`config.mk`:
```
export PLATFORM = sky130hd
export DESIGN_NAME = ic3_fifo
export DESIGN_NICKNAME = d
export VERILOG_FILES = /design/src/rtl/inverse_covariance_3d_assert.svh /design/src/rtl/ic3_fifo.sv
export SDC_FILE = /design/constraint.sdc
export NUM_CORES = 1
export LEC_CHECK = 0
export BUFFER_PORTS_ARGS = -buffer_cell sky130_fd_sc_hd__buf_2
export CORE_MARGIN = 8
export CORE_UTILIZATION = 40
export CTS_CLUSTER_DIAMETER = 50
export DETAILED_ROUTE_END_ITERATION = 8
export PLACE_DENSITY = 0.66
export SKIP_LAST_GASP = 1
export SYNTH_ARGS = -nofsm -noshare
export SYNTH_HDL_FRONTEND = slang
export SYNTH_SLANG_ARGS = --single-unit
```
`constraint.sdc`:
```
create_clock -name clk -period 1.1 [get_ports clk]
set_input_delay 0.11 -clock clk [delete_from_list [all_inputs] [get_ports clk]]
set_output_delay 0.11 -clock clk [all_outputs]
set_load 0.01 [all_outputs]
```
`src/rtl/inverse_covariance_3d_assert.svh`:
```
// Assertion macros for the inverse covariance RTL.
// Users need clk and rst_n in scope; no other dependencies.
`ifndef INVERSE_COVARIANCE_3D_ASSERT_SVH
`define INVERSE_COVARIANCE_3D_ASSERT_SVH

// Same-cycle implication, checked out of reset.
`define IC3_ASSERT_HOLDS(label, ante, cons, msg) \
  label: assert property (@(posedge clk) disable iff (!rst_n) (ante) |-> (cons)) \
    else $error(msg);

// Next-cycle implication, checked out of reset.
`define IC3_ASSERT_NEXT(label, ante, cons, msg) \
  label: assert property (@(posedge clk) disable iff (!rst_n) (ante) |=> (cons)) \
    else $error(msg);

`endif

```
`src/rtl/ic3_fifo.sv`:
```
// Small register queue carrying accumulator snapshots from front to back.
// Depends on nothing but its parameters.
`default_nettype none

module ic3_fifo #(
  parameter int WIDTH = 8,
  parameter int DEPTH = 2
) (
  input  logic             clk,
  input  logic             rst_n,
  input  logic             wr_valid,
  output logic             wr_ready,
  input  logic [WIDTH-1:0] wr_data,
  output logic             rd_valid,
  input  logic             rd_ready,
  output logic [WIDTH-1:0] rd_data
);
  localparam int PTR_W = (DEPTH > 1) ? $clog2(DEPTH) : 1;
  localparam int CNT_W = $clog2(DEPTH + 1);

  logic [WIDTH-1:0] mem_r [DEPTH];
  logic [PTR_W-1:0] wr_ptr_r, rd_ptr_r;
  logic [CNT_W-1:0] cnt_r;
  logic             push, pop;

  assign wr_ready = (cnt_r != CNT_W'(DEPTH));
  assign rd_valid = (cnt_r != '0);
  assign rd_data  = mem_r[rd_ptr_r];
  assign push     = wr_valid && wr_ready;
  assign pop      = rd_valid && rd_ready;

  always_ff @(posedge clk) begin
    if (push) begin
      mem_r[wr_ptr_r] <= wr_data;
    end
  end

  always_ff @(posedge clk) begin
    if (!rst_n) begin
      wr_ptr_r <= '0;
      rd_ptr_r <= '0;
      cnt_r    <= '0;
    end else begin
      if (push) begin
        wr_ptr_r <= (wr_ptr_r == PTR_W'(DEPTH - 1)) ? '0 : wr_ptr_r + 1'b1;
      end
      if (pop) begin
        rd_ptr_r <= (rd_ptr_r == PTR_W'(DEPTH - 1)) ? '0 : rd_ptr_r + 1'b1;
      end
      cnt_r <= cnt_r + CNT_W'(push) - CNT_W'(pop);
    end
  end

endmodule

`default_nettype wire

```
Yosys cells after proc, flatten, opt, wreduce, memory -nomap -nowiden
Memories as Yosys holds them, arrays and structs flattened. A register that Yosys moved wholly into a read port is not among the register bits.
Index checks and enable logic that the tools add are counted.

word-level totals
  register bits = 4
  RAM bits = 16
  bits of input ports = 12
  logic and storage cells = 18
  memories = 1

operators by class
  $add $sub $neg = 4
  equality and inequality tests = 1
  multiplexer cells = 6
  reduce and logical (&&, ||, !) cells = 3

memories
  memory  words  width  read ports  clocked after memory_dff  write ports  line            text
  mem_r   2      8      1           1                         1            ic3_fifo.sv:21  logic [WIDTH-1:0] mem_r [DEPTH];

operators by type and width
  cell                                          count
  two-way mux 1 bit                             6
  adder 1 bit, second input constant            2
  adder 2 x 1 -> 2 bit                          1
  logical AND 1 bit                             2
  inequality test 2 bit, second input constant  1
  nonzero test 2 bit                            1
  subtractor 2 x 1 -> 2 bit                     1

Longest topological paths before layout
Gate-level depths: netlist of run 1.

  depth after elaboration = 4
  depth in mapped cells = 6
  depth with buffers taken out = 6

Worst setup path before layout of run 1
No wires, ideal clock.

  kind = register to register
  start point = register cnt_r[0]
  end point = register cnt_r[0]
  library setup time = 0.115 ns
  arrival = 1.199 ns
  required time = 0.985 ns
  path slack = -0.214 ns
  cell stages (with the launch flop) = 6
  period minus slack after synthesis = 1.314 ns
  path through = dfxtp_1 -> or2_1 -> o21ai_0 -> nor2_1 -> ha_1 -> and2_1

between the ends
  elaborated cells between the ends (all ways) = 6
  classes of those cells = add/sub (2); eq/ne (1); reduce/logical (3)

RTL lines
  item                       line            text
  start: declaration         ic3_fifo.sv:23  logic [CNT_W-1:0] cnt_r;
  start signal: assignment   ic3_fifo.sv:50  cnt_r <= cnt_r + CNT_W'(push) - CNT_W'(pop);
  nonzero test 2 bit         ic3_fifo.sv:27  assign rd_valid = (cnt_r != '0);
  net rd_valid               ic3_fifo.sv:14  output logic rd_valid,
  logical AND 1 bit          ic3_fifo.sv:30  assign pop = rd_valid && rd_ready;
  subtractor 2 x 1 -> 2 bit  ic3_fifo.sv:50

The timed path passes the listed nets, and every way through them passes these cells.
A chain may end at the register's enable or synchronous reset.

==> flow_summary_export.csv, run 1 <==
group,metric,value,unit
worst_setup_path,worstPathRequired,0.99,ns
global_route,grt_pass1_wl,2691,um
die,dieArea,3842,um2
worst_setup_path,crit_top_cell,"buf_6",
routing,post_drt_via_cell_ratio,4.553,
synthesis,syn_area,845.8,um2
die,die_w,61.99,um
routing,dr.pass1.iters,4,
clock_network,cts_tree,"yes",
worst_setup_path,max_stage_delay,0.36,ns
clock_network,clock-root-buffer,"clkbuf_4",
placed_design,placed_cells,107,
pwr,p_seq_share,43.3,%
cells_and_area,final_area,1326,um2
worst_setup_path,worst-setup-path-type,"reg2out",
cells_and_area,num-fill-cells,141,
die,die_h,61.99,um
global_route,grt_max_degree,13,
cells_and_area,n_antenna_cell,0,
worst_setup_path,crit_fanout,5,
pwr,clockPowerShare,14.8,%
cells_and_area,regArea,586.8,um2
timing,setup_slack,-0.2272,ns
timing,rsz0062_at_grt,"yes",
outcome,status,"complete, but fails checks",
clock_network,clock_path_buffers,2,
placed_design,dp_hpwl,1136,um
routing,via_count,560,
worst_setup_path,endpoint_kind,"output pin",
pwr,ir_drop,0.0009578,V
worst_setup_path,worstPathArrival,1.22,ns
cells_and_area,fin_cells,123,
synthesis,yosys_register_bits,21,
routing,wl,1679,um
synthesis,netlist_instances,54,
global_route,grt_pass1_vias,632,
hold_path,hold_class,"in2reg",
timing,drv_slew,0,
die,initial_core_util,42.68,%
clock_network,cts_max_level,1,
timing,max_freq,0.7535,GHz
die,core_area,1982,um2
worst_setup_path,cp_num_buf_inv,2,
timing,fin_hold_ws,0.08985,ns
timing,final.min_clock_period,1.327,ns
pwr,powerDensity,1807,nW/um2
global_route,gr-usage-all-layers,9.627,%
routing,avgRoutedWirePerCell,13.65,um
synthesis,yosysUniqueCellTypes,23,
cells_and_area,syn_to_final_growth,56.80,%
job,maxCapViolCount,0,
worst_setup_path,start_kind,"flop",
cells_and_area,drive_gt1_share,60.42,%
pwr,p_int,1749,uW
pwr,comb_power_share,41.9,%
timing,period_share,120.7,%
placed_design,io_buffers,21,
die,ios,22,
hold_path,hold_path_startpoint,"rst_n",
timing,fin_setup_tns,-2.743,ns
worst_setup_path,critPathSlowestCell,"dfxtp_2",
worst_setup_path,rr_startpoint,"cnt_r[0]",
cells_and_area,nNetsFinal,110,
clock_network,clk_pin_slew,0.11,ns
placed_design,gp_congestion,0.7387,
synthesis,syn_area_per_cell,15.66,um2
synthesis,ys_seq_area_share,68.64,%
routing,drt_iter0_drc,7,
clock_network,clock-sinks,21,
worst_setup_path,critPathTopFamily,"flip-flops",
global_route,overflow,0,
outcome,violations,"setup timing",
placed_design,place_area,1039,um2
die,rows,16,
pwr,p_switching,647.0,uW
pwr,swShare,27.00,%
global_route,antenna_found_initial,0,
pwr,leakage,0.0005337,uW
timing,finalSetupViolCount,30,
routing,drc_errors,0,
routing,drtAntennaViolNets,0,
clock_network,clock_latency,0.29,ns
timing,skew,0.002535,ns
pwr,power,2396,uW
synthesis,ys_warn_count,0,
timing,hold_viol,0,
synthesis,syn_nets,67,
cells_and_area,multi_input_area,319.1,um2
worst_setup_path,crit_chain,"buf_6 > mux2_4 > buf_6",
timing,slew_headroom,80.05,%
clock_network,cts_buffers,3,
timing,worst_pin_slew,0.2988,ns
registers in the layout, indices dropped and copies added (netlist names), named ones only:
name / cells
mem_r: 16
cnt_r: 2
rd_ptr_r: 1
wr_ptr_r: 1
cell type report:
class	count	share of cell area, %
Clock buffer	3	1.698
Clock inverter	1	0.3774
Inverter	1	0.4717
Multi-Input combinational cell	31	24.06
Sequential cell	21	44.25
Tap cell	27	2.547
Timing Repair Buffer	39	26.60
power by group through the flow:
stage	clock (uW)	combinational, uW	sequential (uW)
final	355	1000	1040
after global routing	409	1080	1050
after CTS	373	917	1030
after detailed placement	0	648	1050
after global placement	0	633	1040
after floorplan	0	382	1040
Yosys cell counts:
library cell | instances | area share, %
nand2_1 | 2 | 0.89
xnor2_1 | 1 | 1.0
nand2b_2 | 1 | 1.0
and2_1 | 3 | 2.2
o21ai_0 | 1 | 0.59
o21ai_1 | 1 | 0.59
or2_1 | 1 | 0.74
ha_1 | 1 | 1.5
nand3b_1 | 1 | 0.89
nor2_1 | 1 | 0.44
dfxtp_1 | 5 | 12
o311ai_2 | 1 | 1.9
a21bo_1 | 1 | 1.2
nand2b_1 | 2 | 1.5
inv_1 | 1 | 0.44
nand3_1 | 2 | 1.2
mux2_2 | 8 | 11
a21oi_1 | 1 | 0.59
and3_2 | 1 | 0.89
mux2i_1 | 1 | 1.2
a21boi_2 | 1 | 1.3
buf_2 | 1 | 0.59
edfxtp_1 | 16 | 57
worst paths after layout:
path / slack (ns) / end / depth (start not counted)
setup reg to reg: -0.17 / cnt_r[1] / 6
hold / removal: 0.09 / rd_ptr_r / 2
setup / recovery: -0.23 / rd_data[0] / 3
hold reg to reg: 0.57 / rd_ptr_r / 2
kinds of logic after synthesis:
group | synth area share [%]
simple gates | 9.765
xor+xnor | 1.036
flops | 68.64
mux | 11.83
buf+inv | 1.035
fa+ha+maj | 1.479
compound gates | 6.212
routing by layer:
metal	track usage, %	vias up	share of wire, %
li1	-	286	-
met1	10.10	263	42
met2	17.26	9	53
met3	2.469	2	4.3
met4	4.870	0	0.66
met5	0	-	0
repair_timing:
item,in CTS,in global routing
hold buffers,8,0
endpoints found under the hold margin,16,0
setup endpoints to repair,28,30
resized for setup,25,10
buffers inserted,2,2
pin swaps,3,7
through the flow:
step | setup slack [ns] | util, %
final | -0.2272 | 66.92
after global routing | -0.2844 | 66.92
after CTS | -0.2438 | 64.27
after detailed placement | -0.1880 | 52.40
after global placement | -0.1513 | 52.40
after floorplan | -0.1585 | -
layout by cell type, fill, tap and decap left out, types with 2 or more instances in the layout:
cell type,count
buf_6,18
edfxtp_1,16
buf_2,11
mux2_4,8
dlygate4sd3_1,8
clkbuf_4,3
o21ai_2,2
and2_1,2
nand2_1,2
nand2b_1,2
dfxtp_2,2
buf_4,2
dfxtp_1,2
Power figures use the tool's default switching activity.
==> run 2, diff against run 1 <==
- ABC_CLOCK_PERIOD_IN_PS: unset -> 1100
- REMOVE_ABC_BUFFERS: unset -> 1
==> flow_summary_export.csv, run 2 (synthesis results as in run 1) <==
group,metric,value,unit
cells_and_area,largest_reg_flops,16,
timing,worst_pin_slew,0.2621,ns
worst_setup_path,worstPathArrival,1.22,ns
routing,dr.pass1.iters,4,
pwr,swShare,27.52,%
timing,fin_setup_tns,-3.113,ns
hold_path,hold_path_startpoint,"rst_n",
cells_and_area,layout_common_cells,"edfxtp_1, buf_6, buf_2",
global_route,antenna_found_initial,0,
placed_design,io_buffers,21,
timing,period_share,121.3,%
die,die_h,61.99,um
job,maxCapViolCount,0,
timing,setup_slack,-0.2343,ns
worst_setup_path,crit_fanout,8,
routing,drt_iter0_drc,9,
worst_setup_path,endpoint_kind,"output pin",
die,core_area,1982,um2
routing,drc_errors,0,
clock_network,cts_buffers,3,
clock_network,clk_pin_slew,0.12,ns
cells_and_area,reg_top3,"mem_r x16, cnt_r x2",
outcome,status,"complete, but fails checks",
placed_design,gp_congestion,0.6412,
die,ios,22,
worst_setup_path,worst-setup-path-type,"reg2out",
cells_and_area,final_common_cell,"edfxtp_1",
routing,drtAntennaViolNets,0,
clock_network,cts_tree,"yes",
die,dieArea,3842,um2
clock_network,clock_path_buffers,2,
cells_and_area,nNetsFinal,111,
timing,final.min_clock_period,1.334,ns
cells_and_area,n_antenna_cell,0,
global_route,grt_max_degree,13,
global_route,grt_pass1_wl,2877,um
cells_and_area,num-fill-cells,148,
timing,finalSetupViolCount,28,
worst_setup_path,rr_startpoint,"cnt_r[0]",
pwr,leakage,0.0005365,uW
pwr,p_switching,666.5,uW
routing,post_drt_via_cell_ratio,4.556,
routing,via_count,565,
pwr,p_int,1756,uW
clock_network,clock_latency,0.30,ns
timing,skew,0.006491,ns
die,initial_core_util,42.68,%
timing,fin_hold_ws,0.06197,ns
placed_design,place_ws,-0.1987,ns
pwr,ir_drop,0.001263,V
clock_network,cts_max_level,1,
routing,avgRoutedWirePerCell,14.69,um
placed_design,dp_hpwl,1175,um
pwr,powerDensity,1837,nW/um2
die,rows,16,
clock_network,clock-root-buffer,"clkbuf_4",
routing,wl,1821,um
timing,max_freq,0.7495,GHz
timing,slew_headroom,82.50,%
clock_network,clock-sinks,21,
global_route,overflow,0,
worst_setup_path,crit_end,"rd_data[7]",
worst_setup_path,r2r_slack,-0.16,ns
cells_and_area,fin_util,66.54,%
global_route,gr-usage-all-layers,10.47,%
worst_setup_path,r2r_cells,6,
timing,hold_viol,0,
timing,drv_slew,0,
global_route,grt_pass1_vias,634,
cells_and_area,max_flop_register,"mem_r",
worst_setup_path,worstPathRequired,0.99,ns
worst_setup_path,rr_endpoint,"cnt_r[1]",
pwr,clockPowerShare,15.2,%
outcome,violations,"setup timing",
cells_and_area,drive_gt1_share,57.73,%
die,die_w,61.99,um
pwr,comb_power_share,42.0,%
cells_and_area,syn_to_final_growth,55.92,%
timing,rsz0062_at_grt,"yes",
pwr,p_seq_share,42.8,%
worst_setup_path,start_kind,"flop",
hold_path,hold_class,"in2reg",
[run 2: cell types whose count changed in the layout (fill, tap and decap cells not counted), sizes merged]
| cell | change |
|---|---|
| buf | +1 |
[run 2: power by group through the flow]
stage                     logic [uW]  clock network (uW)  registers [uW]
after global routing            1090                 412            1050
after floorplan                  325                   0            1050
after global placement           689                   0            1030
after detailed placement         701                   0            1040
after CTS                        961                 375            1030
final                           1020                 369            1040
[run 2: worst max-delay path, cell delays in order (launching register included)]
cell,delay (ns)
dfxtp_2,0.36
buf_12,0.13
mux2_4,0.31
buf_6,0.12
[run 2: cell type report]
cell class | count | area, um2 | share of cell area, %
sequential | 21 | 584.3 | 44.31
tap | 27 | 33.78 | 2.562
multi-input combinational | 31 | 307.8 | 23.34
clock buffer | 3 | 22.52 | 1.708
timing repair buffer | 40 | 361.6 | 27.42
inverter | 1 | 3.754 | 0.2846
clock inverter | 1 | 5.005 | 0.3795
[run 2: worst min path at each step]
stage,depth (start not counted),to
floorplan,0,mem_r[0][0]
global placement,1,mem_r[0][4]
detailed placement,1,mem_r[0][4]
CTS,2,cnt_r[0]
global route,2,flop
finish,2,flop
[run 2: timing repair]
item                       CTS  global route
resized for setup           28             6
setup buffers                1             1
hold endpoints to repair    15             0
hold buffers                 8             0
cloned                       0             0
setup endpoints to repair   28            30
pin swaps                    1             2
[run 2: per-stage QoR]
step	cells	power [uW]	area (um2)
after floorplan	53	1377	840.8
after global placement	111	1718	1067
after detailed placement	111	1739	1067
after CTS	124	2369	1299
after global routing	124	2550	1319
final	124	2422	1319
[run 2: routing by layer]
| metal | GRT usage, % | vias to the layer above | routed length (um) |
|---|---|---|---|
| met2 | 18.44 | 13 | 1008 |
| li1 | - | 284 | - |
| met4 | 6.818 | 0 | 25 |
| met1 | 11.07 | 264 | 709 |
| met3 | 2.058 | 4 | 77 |
| met5 | 0 | - | 0 |
